### config.mk
export PLATFORM = sky130hd
export DESIGN_NAME = qrs_div_cell
export DESIGN_NICKNAME = d
export VERILOG_FILES = /design/src/hdl/quadratic_root_solver_unit_macros.svh /design/src/hdl/qrs_pkg.sv /design/src/hdl/qrs_div_cell.sv
export SDC_FILE = /design/constraint.sdc
export NUM_CORES = 1
export LEC_CHECK = 0
export ABC_AREA = 1
export BUFFER_PORTS_ARGS = -buffer_cell sky130_fd_sc_hd__buf_2
export CORE_AREA = 5 5 556 558
export CTS_CLUSTER_SIZE = 40
export DETAILED_ROUTE_END_ITERATION = 6
export DIE_AREA = 0 0 561 563
export GPL_ROUTABILITY_DRIVEN = 0
export HOLD_SLACK_MARGIN = 0.15
export PLACE_DENSITY_LB_ADDON = 0.05
export SLEW_MARGIN = 10
export SYNTH_ARGS = -nofsm -noshare
export SYNTH_HDL_FRONTEND = slang
export SYNTH_SLANG_ARGS = --single-unit
### constraint.sdc
create_clock -name clk -period 0.95 [get_ports clk]
set_clock_uncertainty 0.15 [all_clocks]
set_input_delay 0.1425 -clock clk [delete_from_list [all_inputs] [get_ports clk]]
set_output_delay 0.1425 -clock clk [all_outputs]
set_load 0.02 [all_outputs]
### src/hdl/quadratic_root_solver_unit_macros.svh
// Assertion macros for the quadratic root solver RTL.
// Depends on nothing; included by files that carry assertions.
`ifndef QUADRATIC_ROOT_SOLVER_UNIT_MACROS_SVH
`define QUADRATIC_ROOT_SOLVER_UNIT_MACROS_SVH
`ifndef SYNTHESIS
`define QRS_ASSERT(label, clk, rst_n, prop, msg) \
    label: assert property (@(posedge clk) disable iff (!rst_n) prop) else $error(msg);
`define QRS_ASSERT_NR(label, clk, prop, msg) \
    label: assert property (@(posedge clk) prop) else $error(msg);
`else
`define QRS_ASSERT(label, clk, rst_n, prop, msg)
`define QRS_ASSERT_NR(label, clk, prop, msg)
`endif
`endif

### src/hdl/qrs_pkg.sv
// Package for the quadratic root solver: payload types, sizes and count codes.
// Depends on nothing.
`default_nettype none
package qrs_pkg;
    localparam int COEF_W = 32;
    localparam int FRAC_W = 16;
    localparam int MAG_W = 2 * COEF_W + 3;
    localparam int SQ_W = COEF_W + 1;
    localparam int QDIV_W = MAG_W + FRAC_W;

    localparam logic [1:0] CNT_NONE = 2'd0;
    localparam logic [1:0] CNT_ONE = 2'd1;
    localparam logic [1:0] CNT_TWO = 2'd2;
    localparam logic [1:0] CNT_ANY = 2'd3;

    typedef struct packed {
        logic signed [COEF_W-1:0] coef_quad;
        logic signed [COEF_W-1:0] coef_lin;
        logic signed [COEF_W-1:0] coef_const;
    } qrs_in_t;

    typedef struct packed {
        logic [1:0] root_count;
        logic signed [COEF_W-1:0] root_first;
        logic signed [COEF_W-1:0] root_second;
        logic saturated;
    } qrs_out_t;

    // Work carried from cell to cell along the chain.
    typedef struct packed {
        logic [1:0] count;
        logic lin;
        logic [MAG_W-1:0] disc;
        logic [SQ_W-1:0] root;
        logic [SQ_W+1:0] rem;
        logic [COEF_W-1:0] mb;
        logic sb;
        logic [COEF_W:0] den;
        logic sden;
        logic n1s;
        logic n2s;
        logic [QDIV_W-1:0] n1;
        logic [QDIV_W-1:0] n2;
        logic [QDIV_W-1:0] q1;
        logic [QDIV_W-1:0] q2;
        logic [QDIV_W:0] r1;
        logic [QDIV_W:0] r2;
    } qrs_work_t;
endpackage
`default_nettype wire

### src/hdl/qrs_div_cell.sv
// One cell of the divider chain: one quotient bit for each of the two roots.
// Depends on qrs_pkg.
`default_nettype none
module qrs_div_cell
    import qrs_pkg::*;
#(
    parameter int STEP = 0
) (
    input wire logic clk,
    input wire logic rst_n,
    input wire logic en,
    input wire logic vin,
    input wire qrs_work_t din,
    output logic vout,
    output qrs_work_t dout
);
    localparam int BITPOS = QDIV_W - 1 - STEP;

    qrs_work_t w_next, w_reg;
    logic v_reg;
    logic [QDIV_W:0] s1, s2, dv;

    always_comb
    begin
        w_next = din;
        dv = {{(QDIV_W-COEF_W){1'b0}}, din.den};
        s1 = {din.r1[QDIV_W-1:0], din.n1[BITPOS]};
        s2 = {din.r2[QDIV_W-1:0], din.n2[BITPOS]};
        if (s1 >= dv)
        begin
            w_next.r1 = s1 - dv;
            w_next.q1 = {din.q1[QDIV_W-2:0], 1'b1};
        end
        else
        begin
            w_next.r1 = s1;
            w_next.q1 = {din.q1[QDIV_W-2:0], 1'b0};
        end
        if (s2 >= dv)
        begin
            w_next.r2 = s2 - dv;
            w_next.q2 = {din.q2[QDIV_W-2:0], 1'b1};
        end
        else
        begin
            w_next.r2 = s2;
            w_next.q2 = {din.q2[QDIV_W-2:0], 1'b0};
        end
    end

    always_ff @(posedge clk or negedge rst_n)
    begin
        if (!rst_n)
            v_reg <= 1'b0;
        else if (en)
            v_reg <= vin;
    end

    always_ff @(posedge clk)
    begin
        if (en)
            w_reg <= w_next;
    end

    assign vout = v_reg;
    assign dout = w_reg;
endmodule
`default_nettype wire

* After elaboration in Yosys (flattened, before gate mapping)
Cells that the tools add are included.
** Operators by class
- $add $sub $neg :: 2
- Order comparisons :: 2
- Multiplexer cells :: 4
** Operators by type and width (number)
- 84-bit by 33-bit greater-or-equal comparator with 1-bit output :: 2
- 84-bit 2-to-1 mux :: 2
- 84-bit by 33-bit subtractor with 84-bit output :: 2
- 1-bit 2-to-1 mux :: 2
** Word-level totals
- Register bits :: 708
- Input port bits :: 711
- Logic and storage cells :: 26

* Logic depth before layout (Yosys ltp)
- Depth in word-level cells :: 2
- Mapped depth :: 17
- Gate-level depth less buffers :: 16

* Worst setup path before layout
Ideal clock, no wire load.
- Kind :: input-to-reg
- Start :: in din[499] (netlist bit)
- End :: reg w_reg (netlist bit dout[92]), data pin
- Data arrival time :: 1.852 ns
- Data required time :: 0.543 ns
- Slack :: -1.309 ns
- Stages :: 15
- Buffers on the path :: 2
- Path through :: inv_1 -> ha_1 -> fa_1 -> inv_1 -> nand3_1 -> nand3_1 -> nand2_1 -> nand3_1 -> nand3_1 -> nand3_2 -> inv_2 -> buf_6 -> buf_6 -> nand2_1 -> o21ai_2
** RTL lines
- from (decl) :: line qrs_div_cell.sv:13 : input wire qrs_work_t din,
- to (signal assigned) :: line qrs_div_cell.sv:62 : w_reg <= w_next;
- to (decl) :: line qrs_div_cell.sv:19 : qrs_work_t w_next, w_reg;

==> impl_summary.txt <==
----------------------------------------------------
[Outcome]
  Run status ... finished, violations left
  Failing checks ... negative hold slack, negative setup slack

[Place]
  HPWL after detailed placement ... 254,800 µm
  Port Buf Inserts ... 1,414
  Placement-stage worst setup slack ... -2309 ps
  Instance area after placement ... 53,490 µm²

[Clocking]
  Deepest level of the CTS H-tree ... 3
  Bufs on Longest Clock Path ... 4
  Number of clock sinks ... 708
  CTS clock-pin slew for the worst setup and hold paths ... 60 ps
  Later-pin clock latency in the skew report ... 790 ps
  CTS buffer count ... 104
  Clock tree from TritonCTS ... done
  Clock root buffer ... clkbuf_16

[Timing]
  Least setup slack across all paths after layout ... -1094 ps
  Min cycle time layout ... 2044 ps
  Count of final max-slew check failures ... 0
  Final Hold Vio Count ... 87
  Portion of the clock cycle consumed by the worst path in the final layout ... 215.2%
  Highest Clock Rate ... 0.4892 GHz
  Unrepaired setup endpoints after global routing ... yes
  Final-report setup violation count ... 1,827
  Worst Hold Margin ... -680.3 ps
  Worst Tran Pin Value ... 773.0 ps
  Worst slew slack as a fraction of its limit ... 48.30%

[Setup path]
  Critical Path Start Type ... primary input
  Endpoint arrival time on the critical path ... 2440 ps
  Worst endpoint required time ... 1350 ps
  Critical Path Sink Type ... flop
  Classification of the worst setup path ... in -> reg
  Worst-path fanout max ... 3

[Synth]
  Post-synthesis cell count ... 3,325
  Avg Synthesized Cell Area ... 9.959 µm²
  Number of library cell types mapped by synthesis ... 38
  Sequential fraction of the synthesis area ... 64.19%
  Area share of the leading cell type in the synthesized netlist ... 64.11%
  Cell area after synthesis ... 33,110 µm²
  Share of flip-flops with an asynchronous set or reset ... 0.1412%
  Cells taking the most area after synthesis ... edfxtp_1 64%, nand2_1 12%, inv_1 5.7%
  Most repeated cell in the gate-level netlist after synthesis ... nand2_1
  Total of flip-flops plus latches after synthesis ... 708
  Total number of yosys warnings ... 0
  Synth cell count leaders ... 1,035 x nand2_1, 707 x edfxtp_1, 504 x inv_1, 408 x nor2_1, 136 x nand3_1
  Cell type with the largest total area after synthesis ... edfxtp_1
  Post-synth top flop ... edfxtp_1
  Net Count, Synth ... 4,104
  Number of flops mapped to enable cells by yosys ... 707

[Floorplan]
  Overall die area ... 315,800 µm²
  Initial cell density of the core ... 10.89%
  Die span in y ... 563 µm
  # IOs ... 1,419
  Horiz. Die Dim ... 561 µm
  Row Count ... 203
  Area of the core ... 304,000 µm²

[Power and ir drop]
  Reported leakage power ... 32.19 nW
  IR Drop Worst-Case VDD ... 0.001589 V
  Total power ... 108.0 mW
  Total power density per cell area ... 1447 nW/µm²

[Global route]
  First-pass GRT wire length ... 378,900 µm
  GRT overflow ... 0
  Number of antenna violations at the first check in global routing ... 124
  Maximum number of pins on one net before global-route repair ... 45
  Via count of the first global-routing pass ... 39,310
  GRT Overall Usage ... 17.89%

[Final layout]
  Post-layout nets ... 7,666
  Share of layout cells above drive strength 1 ... 48.25%
  Final Instance Area ... 74,670 µm²
  Area delta synth->final ... 125.5%
  Number of fill cells ... 33,310

[Detailed routing]
  DRT Pass-1 Iters ... 5
  Antenna Violating Nets Remaining ... 0
  Via density per instance ... 3.472
  Final routed wirelength across all metal layers ... 300,500 µm
  Initial drt markers ... 1,807
  Total vias in the final route ... 38,230
  Routed WL per cell ... 27.29 µm
  Drt drc ... 0

[Run]
  Number of max-capacitance violations reported ... 0

[Hold path]
  Min-Delay Path Class ... in -> reg

----------------------------------------------------
path summary, 6_finish.rpt:
kind / from / to / slack [ps] / cells past startpoint
min: din[531] / dout[531]$_DFFE_PP_ / -680 / 1
max reg2reg: vout$_DFFE_PN0P_ / vout$_DFFE_PN0P_ / -30 / 1
max in group asynchronous: rst_n / vout$_DFFE_PN0P_ / -80 / 4
max: din[63] / dout[65]$_DFFE_PP_ / -1090 / 13
min in group asynchronous: rst_n / vout$_DFFE_PN0P_ / 620 / 4
min reg2reg: vout$_DFFE_PN0P_ / vout$_DFFE_PN0P_ / 460 / 1
placed cells by master, fill, tap and decap left out, drive strengths merged, types with 30 or more instances in the layout:
| cell type | n |
|---|---|
| buf | 2381 |
| dlygate4sd3 | 1078 |
| nand2 | 1037 |
| edfxtp | 707 |
| inv | 507 |
| nor2 | 420 |
| clkbuf | 152 |
| nand3 | 138 |
| a21oi | 111 |
| o21ai | 106 |
| nand4 | 66 |
| ha | 66 |
| xnor2 | 56 |
| diode | 48 |
| clkinv | 34 |
| nand3b | 30 |
kinds of logic (layout without fill, tap and decap cells):
group | count (synthesis) | in the layout | share of synthesized area, %
compound gates | 231 | 231 | 3.949
xor+xnor | 60 | 60 | 1.587
fa+ha+maj | 68 | 68 | 2.615
flops | 708 | 708 | 64.19
buf+inv | 535 | 4176 | 6.405
other cells | 0 | 48 | 0
simple gates | 1722 | 1722 | 21.22
mux | 1 | 1 | 0.03400
power by group:
group          leakage [nW]  internal [mW]  total (mW)  switching, mW
Clock                  1.57           22.7        39.4           16.7
Sequential             6.93           37.6        39.0           1.43
Combinational          23.7           13.1        29.6           16.5
per-layer routing:
metal  global-route usage (%)  vias to the layer above  share of wire, %  wire [µm]
li1                         -                    18170                 -          -
met1                    22.70                    18660                43     130000
met2                    31.87                     1052                49     148000
met3                    3.407                      285               5.1      15260
met4                    2.983                       58               2.3       6892
met5                        0                        -              0.12        365
worst max-delay path, cell delays in order:
cell,delay [ps]
buf_2,110
buf_4,130
dlygate4sd3_1,700
nor2_2,180
nand2_1,110
nor2_1,200
nand2_1,150
buf_4,150
nor2_1,140
buf_4,170
o211ai_1,100
nand2_1,90
nand2_2,50
sequential cells by signal, indices dropped and copies added (netlist names):
signal,cells
vout,1
dout,707
metrics by stage:
step	TNS [ps]	std cells	utilization, %	hold WS, ps
after floorplan	-178560	3325	-	-303.1
after global placement	-645250	9585	17.59	-229.8
after detailed placement	-636190	9585	17.59	-229.2
after CTS	-1104570	10880	22.77	-770.5
after global routing	-1127530	10980	24.54	-755.1
final	-1073360	11010	24.56	-680.3
final cells by class:
class                           count  area (µm²)  share of cell area (%)
Tap cell                         3997        5001                   6.697
Inverter                          512        2029                   2.718
Antenna cell                       48       120.1                  0.1609
Multi-Input combinational cell   2082       13720                   18.37
Timing Repair inverter              1       20.02                 0.02681
Clock buffer                      134        2736                   3.665
Sequential cell                   708       21260                   28.47
Timing Repair Buffer             3478       29270                   39.20
Clock inverter                     51       516.7                  0.6920
what timing repair did:
item / in CTS / in global routing
hold buffers: 1068 / 31
resized for setup: 325 / 1557
buffers inserted: 41 / 73
gates cloned: 7 / 17
setup endpoints to repair: 879 / 1666
pin swaps: 45 / 163
endpoints found under the hold margin: 1414 / 211
Note: power is estimated with default switching activity, not from simulation.
