==> config.mk <==
export PLATFORM = sky130hd
export DESIGN_NAME = qrs_sqrt_cell
export DESIGN_NICKNAME = d
export VERILOG_FILES = /design/src/hdl/quadratic_root_solver_unit_macros.svh /design/src/hdl/qrs_pkg.sv /design/src/hdl/qrs_sqrt_cell.sv
export SDC_FILE = /design/constraint.sdc
export NUM_CORES = 1
export LEC_CHECK = 0
export BUFFER_PORTS_ARGS = -buffer_cell sky130_fd_sc_hd__buf_4
export CAP_MARGIN = 20
export CORE_AREA = 3 3 559 561
export CTS_CLUSTER_SIZE = 28
export DETAILED_ROUTE_END_ITERATION = 7
export DIE_AREA = 0 0 562 564
export MAX_ROUTING_LAYER = met4
export PLACE_DENSITY = 0.3
export SLEW_MARGIN = 20
export SYNTH_ARGS = -nofsm -noshare
export SYNTH_HDL_FRONTEND = slang
export SYNTH_SLANG_ARGS = --single-unit
==> constraint.sdc <==
create_clock -name clk -period 0.95 [get_ports clk]
set_input_delay 0.19 -clock clk [delete_from_list [all_inputs] [get_ports clk]]
set_output_delay 0.19 -clock clk [all_outputs]
set_load 0.1 [all_outputs]
==> src/hdl/quadratic_root_solver_unit_macros.svh <==
// Assertion macros for the quadratic root solver RTL.
// Depends on nothing; included by files that carry assertions.
`ifndef QUADRATIC_ROOT_SOLVER_UNIT_MACROS_SVH
`define QUADRATIC_ROOT_SOLVER_UNIT_MACROS_SVH
`ifndef SYNTHESIS
`define QRS_ASSERT(label, clk, rst_n, prop, msg) \
    label: assert property (@(posedge clk) disable iff (!rst_n) prop) else $error(msg);
`define QRS_ASSERT_NR(label, clk, prop, msg) \
    label: assert property (@(posedge clk) prop) else $error(msg);
`else
`define QRS_ASSERT(label, clk, rst_n, prop, msg)
`define QRS_ASSERT_NR(label, clk, prop, msg)
`endif
`endif

==> src/hdl/qrs_pkg.sv <==
// Package for the quadratic root solver: payload types, sizes and count codes.
// Depends on nothing.
`default_nettype none
package qrs_pkg;
    localparam int COEF_W = 32;
    localparam int FRAC_W = 16;
    localparam int MAG_W = 2 * COEF_W + 3;
    localparam int SQ_W = COEF_W + 1;
    localparam int QDIV_W = MAG_W + FRAC_W;

    localparam logic [1:0] CNT_NONE = 2'd0;
    localparam logic [1:0] CNT_ONE = 2'd1;
    localparam logic [1:0] CNT_TWO = 2'd2;
    localparam logic [1:0] CNT_ANY = 2'd3;

    typedef struct packed {
        logic signed [COEF_W-1:0] coef_quad;
        logic signed [COEF_W-1:0] coef_lin;
        logic signed [COEF_W-1:0] coef_const;
    } qrs_in_t;

    typedef struct packed {
        logic [1:0] root_count;
        logic signed [COEF_W-1:0] root_first;
        logic signed [COEF_W-1:0] root_second;
        logic saturated;
    } qrs_out_t;

    // Work carried from cell to cell along the chain.
    typedef struct packed {
        logic [1:0] count;
        logic lin;
        logic [MAG_W-1:0] disc;
        logic [SQ_W-1:0] root;
        logic [SQ_W+1:0] rem;
        logic [COEF_W-1:0] mb;
        logic sb;
        logic [COEF_W:0] den;
        logic sden;
        logic n1s;
        logic n2s;
        logic [QDIV_W-1:0] n1;
        logic [QDIV_W-1:0] n2;
        logic [QDIV_W-1:0] q1;
        logic [QDIV_W-1:0] q2;
        logic [QDIV_W:0] r1;
        logic [QDIV_W:0] r2;
    } qrs_work_t;
endpackage
`default_nettype wire

==> src/hdl/qrs_sqrt_cell.sv <==
// One cell of the square root chain: settles one result bit per cycle while en is high.
// Depends on qrs_pkg.
`default_nettype none
module qrs_sqrt_cell
    import qrs_pkg::*;
#(
    parameter int STEP = 0
) (
    input wire logic clk,
    input wire logic rst_n,
    input wire logic en,
    input wire logic vin,
    input wire qrs_work_t din,
    output logic vout,
    output qrs_work_t dout
);
    localparam int BITPOS = SQ_W - 1 - STEP;

    qrs_work_t w_next, w_reg;
    logic v_reg;
    logic [SQ_W+1:0] rem_sh;
    logic [SQ_W+1:0] trial;

    always_comb
    begin
        w_next = din;
        rem_sh = {din.rem[SQ_W-1:0], din.disc[2*BITPOS+1 -: 2]};
        trial = {din.root, 2'b01};
        if (rem_sh >= trial)
        begin
            w_next.rem = rem_sh - trial;
            w_next.root = {din.root[SQ_W-2:0], 1'b1};
        end
        else
        begin
            w_next.rem = rem_sh;
            w_next.root = {din.root[SQ_W-2:0], 1'b0};
        end
    end

    always_ff @(posedge clk or negedge rst_n)
    begin
        if (!rst_n)
            v_reg <= 1'b0;
        else if (en)
            v_reg <= vin;
    end

    always_ff @(posedge clk)
    begin
        if (en)
            w_reg <= w_next;
    end

    assign vout = v_reg;
    assign dout = w_reg;
endmodule
`default_nettype wire

== Word-level counts from Yosys, hierarchy flattened ==
Index checks and enable logic that the tools add are counted.

* Register bits: 708
* Input port bits: 711
* Word-level logic and storage cells: 21
* Output and inout port bits: 708

* $add $sub $neg: 1
* Mux-type cells: 1
* Order comparisons: 1

{| class="wikitable"
|+ Operator list
! cell !! count
|-
| 2-to-1 mux 36 bit || 1
|-
| >= comparator 35 bit || 1
|-
| subtractor 35 bit || 1
|}

== Longest topological paths before layout ==
Gate-level depths: netlist of the first run.

* Depth after elaboration: 2
* Mapped depth: 13
* Depth with buffers taken out: 11

== Worst setup path before layout of the first run ==
OpenSTA, ideal clock, no wires.

* Path kind: input-to-reg
* From: in din[605] (netlist name)
* To: reg w_reg, in the netlist dout[598], data pin
* Setup time: 0.260 ns
* Setup slack: -1.946 ns
* Buffers on the path: 1
* Required time: 0.690 ns
* Stages on the path: 11
* Arrival: 2.636 ns
* Cell sequence: inv_1 > ha_1 > o21a_1 > o22ai_2 > o31a_1 > or3_1 > a21oi_1 > a311oi_1 > o41ai_4 > buf_6 > mux2_2

{| class="wikitable"
|+ RTL lines
! item !! line !! RTL
|-
| from (decl) || qrs_sqrt_cell.sv:13 || <nowiki>input wire qrs_work_t din,</nowiki>
|-
| to (signal assigned) || qrs_sqrt_cell.sv:52 || <nowiki>w_reg <= w_next;</nowiki>
|-
| to (decl) || qrs_sqrt_cell.sv:19 || <nowiki>qrs_work_t w_next, w_reg;</nowiki>
|}

==> results of run 1 <==
[repair_timing]
item,in CTS,in global routing
endpoints found under the hold margin,751,5
gates resized for setup,720,43
hold buffers,821,4
endpoints found under the setup margin,744,1285
buffers inserted,3,2
pin swaps,7,6
gates cloned,3,0
[layer usage]
metal / vias to the layer above / wire length (um)
met5: - / 0
met3: 284 / 25840
met2: 1226 / 90940
met1: 10529 / 81180
met4: 0 / 5123
li1: 9455 / -
[cells by family (layout without fill, tap and decap cells)]
family	Yosys count	after routing	share of synthesized area, %
flops	708	708	89.76
compound gates	124	124	3.477
simple gates	121	121	2.394
buf+inv	57	2705	1.014
fa+ha+maj	35	35	1.849
xor+xnor	28	28	1.036
mux	10	10	0.4702
other cells	0	25	0
[power groups by stage]
stage	Combinational [uW]	Sequential (uW)	Clock (uW)
4_1_cts	38700	39400	41400
3_3_place_gp	33500	39600	0
6_report	38300	39300	39400
3_5_place_dp	33400	39500	0
5_1_grt	39600	39600	42200
2_1_floorplan	1520	57000	0
[final cells by class]
class / instances / area, um2 / share of cell area, %
clock inverter: 59 / 643.1 / 1.101
sequential: 708 / 21260 / 36.40
clock buffer: 129 / 2749 / 4.707
timing repair buffer: 2475 / 25780 / 44.15
multi-input combinational: 318 / 2582 / 4.422
antenna: 25 / 62.56 / 0.1071
tap: 4120 / 5155 / 8.827
inverter: 42 / 167.7 / 0.2871
[state kept, by name (all words and copies together), names as in the netlist]
register	cells
dout	707
vout	1
[worst max-delay path, delay by kind of cell]
kind | cells | cell delay, ns
compound gates | 6 | 1.23
simple gates | 1 | 0.42
mux | 1 | 0.34
buf+inv | 3 | 0.34
fa+ha+maj | 1 | 0.25
[cells in the mapped netlist (5+ instances only)]
library cell  number  area [um2]
a211oi_1           5       37.54
a21o_1            18       135.1
a21oi_1           48       240.2
and3_1             6       37.54
buf_4              5       37.54
clkbuf_1           9       33.78
edfxtp_1         707       21230
ha_1              35       437.9
inv_1             42       157.7
mux2_2             6       67.56
nand2_1           24       90.09
nand3_1           12       60.06
nand4_1            6       37.54
nor2_1            45       168.9
nor2b_1            8       50.05
nor3_1             8       40.04
o21a_1             6       45.04
o21ai_0           13       65.06
o21bai_1           6       45.04
xnor2_1           14       122.6
xor2_1            14       122.6
[through the flow]
step,hold WS (ns),setup TNS (ns),setup WS (ns),util [%]
floorplan,-0.1056,-163.61,-1.847,-
global placement,-0.01241,-284.15,-2.826,14.16
detailed placement,-0.01025,-279.14,-2.653,14.16
CTS,-0.5111,-684.23,-1.227,18.85
global route,-0.3216,-695.54,-1.306,18.94
finish,-0.2703,-613.93,-1.310,18.94
[path summary, 6_finish.rpt]
path                           from  slack [ns]        end
max                        din[605]       -1.31  dout[576]
min                        din[570]       -0.27  dout[572]
max reg2reg                    vout        0.09       vout
min reg2reg                    vout        0.60       vout
max in group asynchronous     rst_n        0.39       vout
min in group asynchronous     rst_n        0.43       vout
==> summary.md, run 1 <==
| Metric | Value |
|---|---|
| Vias in the first global route | `23409` |
| Mapped Cells | `1083` |
| Core Footprint | `308300 um2` |
| Leakage | `0.02304 uW` |
| Clk network pwr share | `33.7%` |
| Area growth syn-to-layout | `146.6%` |
| GRT met1 Usage | `14.44%` |
| Mapped Nets | `1829` |
| Tot GR Track Use | `12.64%` |
| Row Count | `204` |
| DIE AREA | `317000 um2` |
| HP Class | `primary input to register` |
| FMAX | `442.6 MHz` |
| Status | `finished, violations left` |
| Filler cells | `33426` |
| Ys async rst share | `0.1412%` |
| IO buf count | `1416` |
| Most frequent cells in the layout | `buf_4 (883), dlygate4sd3_1 (825), edfxtp_1 (707)` |
| HPWL Detailed | `172.4 mm` |
| Hold Path Cell Cnt | `3` |
| Mapped Area | `23680 um2` |
| Post-Route WL | `203.1 mm` |
| Kind of critical path | `primary input to register` |
| Pwr per Cell Area | `2004 nW/um2` |
| Initial core utilization | `7.680%` |
| Total power | `117000 uW` |
| Clk root buf | `clkbuf_16` |
| Maxcap violations | `0` |
| Die height | `564 um` |
| Crit end category | `register` |
| CTS Buf Count | `105` |
| Worst-Skew Late Latency | `0.77 ns` |
| Worst stage delay on the critical path | `0.42 ns` |
| Layer with the highest usage | `met2` |
| Final net count | `4396` |
| Sink Count | `708` |
| Worst Clk Skew | `0 ns` |
| Failing checks | `hold timing, setup timing` |
| Commonest non-fill, non-tap cell in the layout | `buf_4` |
| Setup violations, final | `1334` |
| VDD IR max | `1.369 mV` |
| Buffer depth of the longest clock path | `4` |
| GP Congestion | `0.8359` |
| Hold_ws | `-0.2703 ns` |
| Syn Area/Cell | `21.87 um2` |
| Final period util | `237.8%` |
| Met3 Use GR | `6.899%` |
| Final count of hold timing violations | `1` |
| Critical path peak fanout | `10` |
| H-tree Lvls | `3` |
| TritonRoute pass-1 iters | `5` |
| Synth unique cells | `49` |
| Min Tclk post-route | `2.260 ns` |
| Pint | `73280 uW` |
| Number of flops mapped to enable cells by yosys | `707` |
| Seq/Total Area, Yosys | `89.76%` |
| CP required | `1.48 ns` |
| Cells along the critical path | `buf_8 > inv_8 > ha_4 > o21a_1 > o22ai_4 > o31a_1 > or3_4 > a21oi_4 > a311oi_4 > o41ai_4 > buf_12 > mux2_2` |
| Least-Margin Pin Slew | `0.4975 ns` |
| Crit-path slowest cell | `or3_4` |
| CTS tree | `yes` |
| Top_reg_cell synth | `edfxtp_1` |
| IO Count | `1419` |
| CP arrival | `2.79 ns` |
| Max-slew headroom | `66.49%` |
| Seq pwr share | `33.6%` |
| Synthesized flop and latch total | `708` |
| DRC | `0` |
| Initial antenna violation count | `100` |
| Die width | `562 um` |
| Post-route ant nets | `0` |
| FF-to-FF path depth | `1` |
| Largest net degree at the start of global routing | `46` |
| Unrepaired setup endpoints after global routing | `true` |
| Switching power | `43760 uW` |
| Placed Instance Area | `43670 um2` |
| Placed Cells | `6833` |
| Clk slew on worst S/H paths | `0.06 ns` |
| Switching share of power | `37.39%` |
| Via density | `2.729` |
| Grt met2 use | `19.26%` |
| Combinational cell fraction of total power | `32.8%` |
| Final Max Tran Viols | `0` |
| Yosys warning count | `0` |
| Final Cell Area | `58400 um2` |
| Min setup slack post-route | `-1.310 ns` |
| Critical Path Start Type | `primary input` |
| Gr ovfl total | `0` |
| Wire length of the first global-routing pass | `251.7 mm` |
| Post-Layout Cell Count | `7876` |
| Layout cell share with drive strength beyond 1 | `50.25%` |
| Routed len/inst | `25.79 um` |
| Routed vias | `21494` |
| DR iter-0 viols | `1248` |
Power figures use the tool's default switching activity.
==> inputs of run 2 (changes only) <==
--- a/config.mk
+++ b/config.mk
@@ -6,11 +6,11 @@
 export NUM_CORES = 1
 export LEC_CHECK = 0
 export BUFFER_PORTS_ARGS = -buffer_cell sky130_fd_sc_hd__buf_4
-export CAP_MARGIN = 20
-export CORE_AREA = 3 3 559 561
+export CORE_AREA = 2 2 558 560
 export CTS_CLUSTER_SIZE = 28
 export DETAILED_ROUTE_END_ITERATION = 7
-export DIE_AREA = 0 0 562 564
+export DIE_AREA = 0 0 560 562
+export HOLD_SLACK_MARGIN = 0.02
 export MAX_ROUTING_LAYER = met4
 export PLACE_DENSITY = 0.3
 export SLEW_MARGIN = 20
==> run 2 against run 1 <==
The flow now stops in detailed routing. Synthesized cell count unchanged. Area after synthesis unchanged. Global-route usage decreased by 0.051 points.
==> summary.md, run 2 <==
| Metric | Value |
|---|---|
| Compound-gate portion of the synthesized area | `3.477%` |
| Die height | `562 um` |
| Syn Area/Cell | `21.87 um2` |
| Buffer depth of the longest clock path | `4` |
| H-tree Lvls | `3` |
| GRT repair_timing worst endpoint | `dout[601]$_DFFE_PP_/D` |
| Seq/Total Area, Yosys | `89.76%` |
| Area share of fa/ha/maj cells after synthesis | `1.849%` |
| First Err | `[ERROR DRT-0255] Maze Route cannot find path of net clk in worker of routeBox ( 531300 289800 ) ( 560000 338100 ).` |
| CTS Buf Count | `103` |
| HPWL Detailed | `166.2 mm` |
| Synthesized flop and latch total | `708` |
| Yosys warning count | `0` |
| IO buf count | `1416` |
| XOR/XNOR Fraction of Synth Area | `1.036%` |
| Initial core utilization | `7.680%` |
| Mapped Area | `23680 um2` |
| Post-synthesis simple-gate area fraction | `2.394%` |
| Initial antenna violation count | `89` |
| Mapped Nets | `1829` |
| Row Count | `204` |
| GP Congestion | `0.8531` |
| Worst endpoint type | `register data pin` |
| Area contributors post-synth | `edfxtp_1 (90%), ha_1 (1.8%), a21oi_1 (1.0%), nor2_1 (0.71%), inv_1 (0.67%)` |
| Synth unique cells | `49` |
| Number of flops mapped to enable cells by yosys | `707` |
| Post-synth top area share | `89.65%` |
| Die width | `560 um` |
| Top_reg_cell synth | `edfxtp_1` |
| Gr ovfl total | `0` |
| Failing step | `detailed routing` |
| Tot GR Track Use | `12.59%` |
| IO Count | `1419` |
| Most numerous cell in the Yosys netlist | `edfxtp_1` |
| Ys async rst share | `0.1412%` |
| Wire length of the first global-routing pass | `250.5 mm` |
| Post-synthesis mux area share | `0.4703%` |
| Status | `stopped before the end` |
| Clk root buf | `clkbuf_16` |
| Most common library cells after synthesis | `edfxtp_1 (707), a21oi_1 (48), nor2_1 (45), inv_1 (42), ha_1 (35)` |
| Sink Count | `708` |
| Mapped Cells | `1083` |
| Largest net degree at the start of global routing | `38` |
| Main combinational cell family by area after synthesis | `compound AO/OA/AOI/OAI gates` |
| Area leader, netlist | `edfxtp_1` |
| Vias in the first global route | `23790` |
-- run 2: cell families after synthesis --
group | count (synthesis)
DFF | 708
AOI/OAI and AO/OA | 124
and+or+nand+nor | 121
buffers and inverters | 57
adders and majority gates | 35
xor gates and xnor gates | 28
muxes | 10
-- run 2: stage by stage --
step                instances  setup TNS, ns  instance area [um2]  setup WS [ns]
detailed placement       6854        -308.51                43480         -2.555
global route             7959        -599.68                59280         -1.338
global placement         6854        -311.94                43480         -2.671
floorplan                1083        -163.61                23790         -1.847
CTS                      7951       -1028.56                59060         -1.233
-- run 2: metal layers --
metal,GRT usage [%]
met5,-
met4,3.569
met3,6.204
met2,19.19
met1,14.52
-- run 2: repair_timing --
item,4_1_cts,5_1_grt
gates cloned,3,1
pin swaps,4,11
endpoints found under the hold margin,800,7
hold buffers,899,4
setup buffers,12,3
resized for setup,781,57
setup endpoints to repair,744,1452
==> inputs of run 3 (changes only) <==
--- a/config.mk
+++ b/config.mk
@@ -6,13 +6,10 @@
 export NUM_CORES = 1
 export LEC_CHECK = 0
 export BUFFER_PORTS_ARGS = -buffer_cell sky130_fd_sc_hd__buf_4
-export CORE_AREA = 2 2 558 560
-export CTS_CLUSTER_SIZE = 28
+export CORE_AREA = 2 2 556 558
 export DETAILED_ROUTE_END_ITERATION = 7
-export DIE_AREA = 0 0 560 562
-export HOLD_SLACK_MARGIN = 0.02
-export MAX_ROUTING_LAYER = met4
-export PLACE_DENSITY = 0.3
+export DIE_AREA = 0 0 558 560
+export PLACE_DENSITY_LB_ADDON = 0.15
 export SLEW_MARGIN = 20
 export SYNTH_ARGS = -nofsm -noshare
 export SYNTH_HDL_FRONTEND = slang
==> run 3 against run 2 <==
The flow now finishes, with violations (hold timing, setup timing). Global-route usage decreased by 1.4 points.
==> summary.md, run 3 (synthesis results as in run 1) <==
| Metric | Value |
|---|---|
| FMAX | `466.5 MHz` |
| Least-Margin Pin Slew | `0.4367 ns` |
| TritonRoute pass-1 iters | `6` |
| DIE AREA | `312500 um2` |
| Pwr per Cell Area | `2011 nW/um2` |
| Post-route ant nets | `0` |
| GP Congestion | `0.8579` |
| Min setup slack post-route | `-1.193 ns` |
| Critical Path Start Type | `primary input` |
| Initial core utilization | `7.712%` |
| HPWL Detailed | `151.8 mm` |
| Row Count | `204` |
| CP arrival | `2.68 ns` |
| DRC | `0` |
| Tot GR Track Use | `11.23%` |
| Via density | `2.698` |
| Gr ovfl total | `0` |
| IO Count | `1419` |
| Layout cell share with drive strength beyond 1 | `50.36%` |
| Area growth syn-to-layout | `144.7%` |
| Final net count | `4408` |
| Max-slew headroom | `70.89%` |
| Final period util | `225.6%` |
| CP required | `1.49 ns` |
| Dpl ws | `-2.130 ns` |
| Cell family with most CP delay | `compound AO/OA/AOI/OAI gates` |
| Status | `finished, violations left` |
| Setup violations, final | `984` |
| Routed len/inst | `23.16 um` |
| Worst-Skew Late Latency | `0.81 ns` |
| H-tree Lvls | `3` |
| Total power | `116600 uW` |
| Min Tclk post-route | `2.143 ns` |
| Wire length of the first global-routing pass | `232.0 mm` |
| Maxcap violations | `0` |
| WP buf/inv | `4` |
| VDD IR max | `1.261 mV` |
| Routed vias | `21283` |
| Most frequent cells in the layout | `buf_4 (903), dlygate4sd3_1 (819), edfxtp_1 (707)` |
| Critical path peak fanout | `7` |
| Final Max Tran Viols | `0` |
| Final TNS setup | `-508.95 ns` |
| Hold_ws | `-0.2765 ns` |
| Crit end category | `register` |
| Max FFs per register | `707` |
| Vias in the first global route | `23323` |
| Die width | `558 um` |
| Kind of critical path | `primary input to register` |
| Unrepaired setup endpoints after global routing | `true` |
| Largest net degree at the start of global routing | `38` |
| Worst stage delay on the critical path | `0.41 ns` |
| CTS tree | `yes` |
| Initial antenna violation count | `104` |
| Commonest non-fill, non-tap cell in the layout | `buf_4` |
| Filler cells | `33452` |
| CTS Buf Count | `108` |
| Final count of hold timing violations | `1` |
| Leakage | `0.02293 uW` |
| DR iter-0 viols | `1157` |
| Buffer depth of the longest clock path | `4` |
| HP Class | `primary input to register` |
| Post-Route WL | `182.7 mm` |
| Failing checks | `hold timing, setup timing` |
| Sink Count | `708` |
| Final core occ | `18.87%` |
| Clk root buf | `clkbuf_16` |
| Cells along the critical path | `buf_8 > inv_4 > ha_4 > o21a_1 > o22ai_2 > o31a_1 > or3_4 > a21oi_4 > a311oi_4 > o41ai_4 > buf_4 > buf_12 > mux2_4` |
| Clk slew on worst S/H paths | `0.06 ns` |
| Core Footprint | `307100 um2` |
| Crit-path slowest cell | `or3_4` |
| Die height | `560 um` |
| IO buf count | `1416` |
| Worst Clk Skew | `0 ns` |
[run 3: layout make-up]
type | instances | area, um2 | share of cell area (%)
repair buffers | 2484 | 25300 | 43.67
flip-flops and latches | 708 | 21260 | 36.69
well taps | 4120 | 5155 | 8.897
clock buffers | 125 | 2766 | 4.774
multi-input cells | 318 | 2529 | 4.364
clock inverters | 60 | 680.7 | 1.175
inverters | 42 | 170.2 | 0.2937
diodes | 32 | 80.08 | 0.1382
[run 3: worst paths after layout]
check | startpoint | slack [ns] | endpoint | depth (start not counted)
hold reg to reg | vout | 0.60 | vout | 1
setup / recovery | din[604] | -1.19 | dout[601] | 13
hold / removal | din[570] | -0.28 | dout[572] | 3
setup reg to reg | vout | 0.09 | vout | 1
max in group asynchronous | rst_n | 0.61 | vout | 3
min in group asynchronous | rst_n | 0.22 | vout | 3
[run 3: per-layer routing]
layer  routed length (um)  global-route usage, %  vias to the layer above
met5                   93                      0                        -
met4                 3926                  2.233                       14
met3                21230                  5.465                      271
met2                81470                  17.82                     1173
met1                76000                  13.67                    10339
li1                     -                      -                     9486
[run 3: metrics by stage]
step,instance area (um2),instances
floorplan,23790,1083
global placement,43000,6832
detailed placement,43000,6832
CTS,57480,7847
global route,57930,7882
finish,57940,7889
[run 3: timing repair]
item,4_1_cts,5_1_grt
hold endpoints to repair,854,5
setup endpoints to repair,744,856
pin swaps,0,10
hold buffers,815,4
resized for setup,705,65
gates cloned,4,2
buffers inserted,11,4
[run 3: power breakdown]
part           internal (uW)  switching (uW)
logic                  11900           25100
registers              37400            1740
clock network          24000           16400
total                  73300           43300
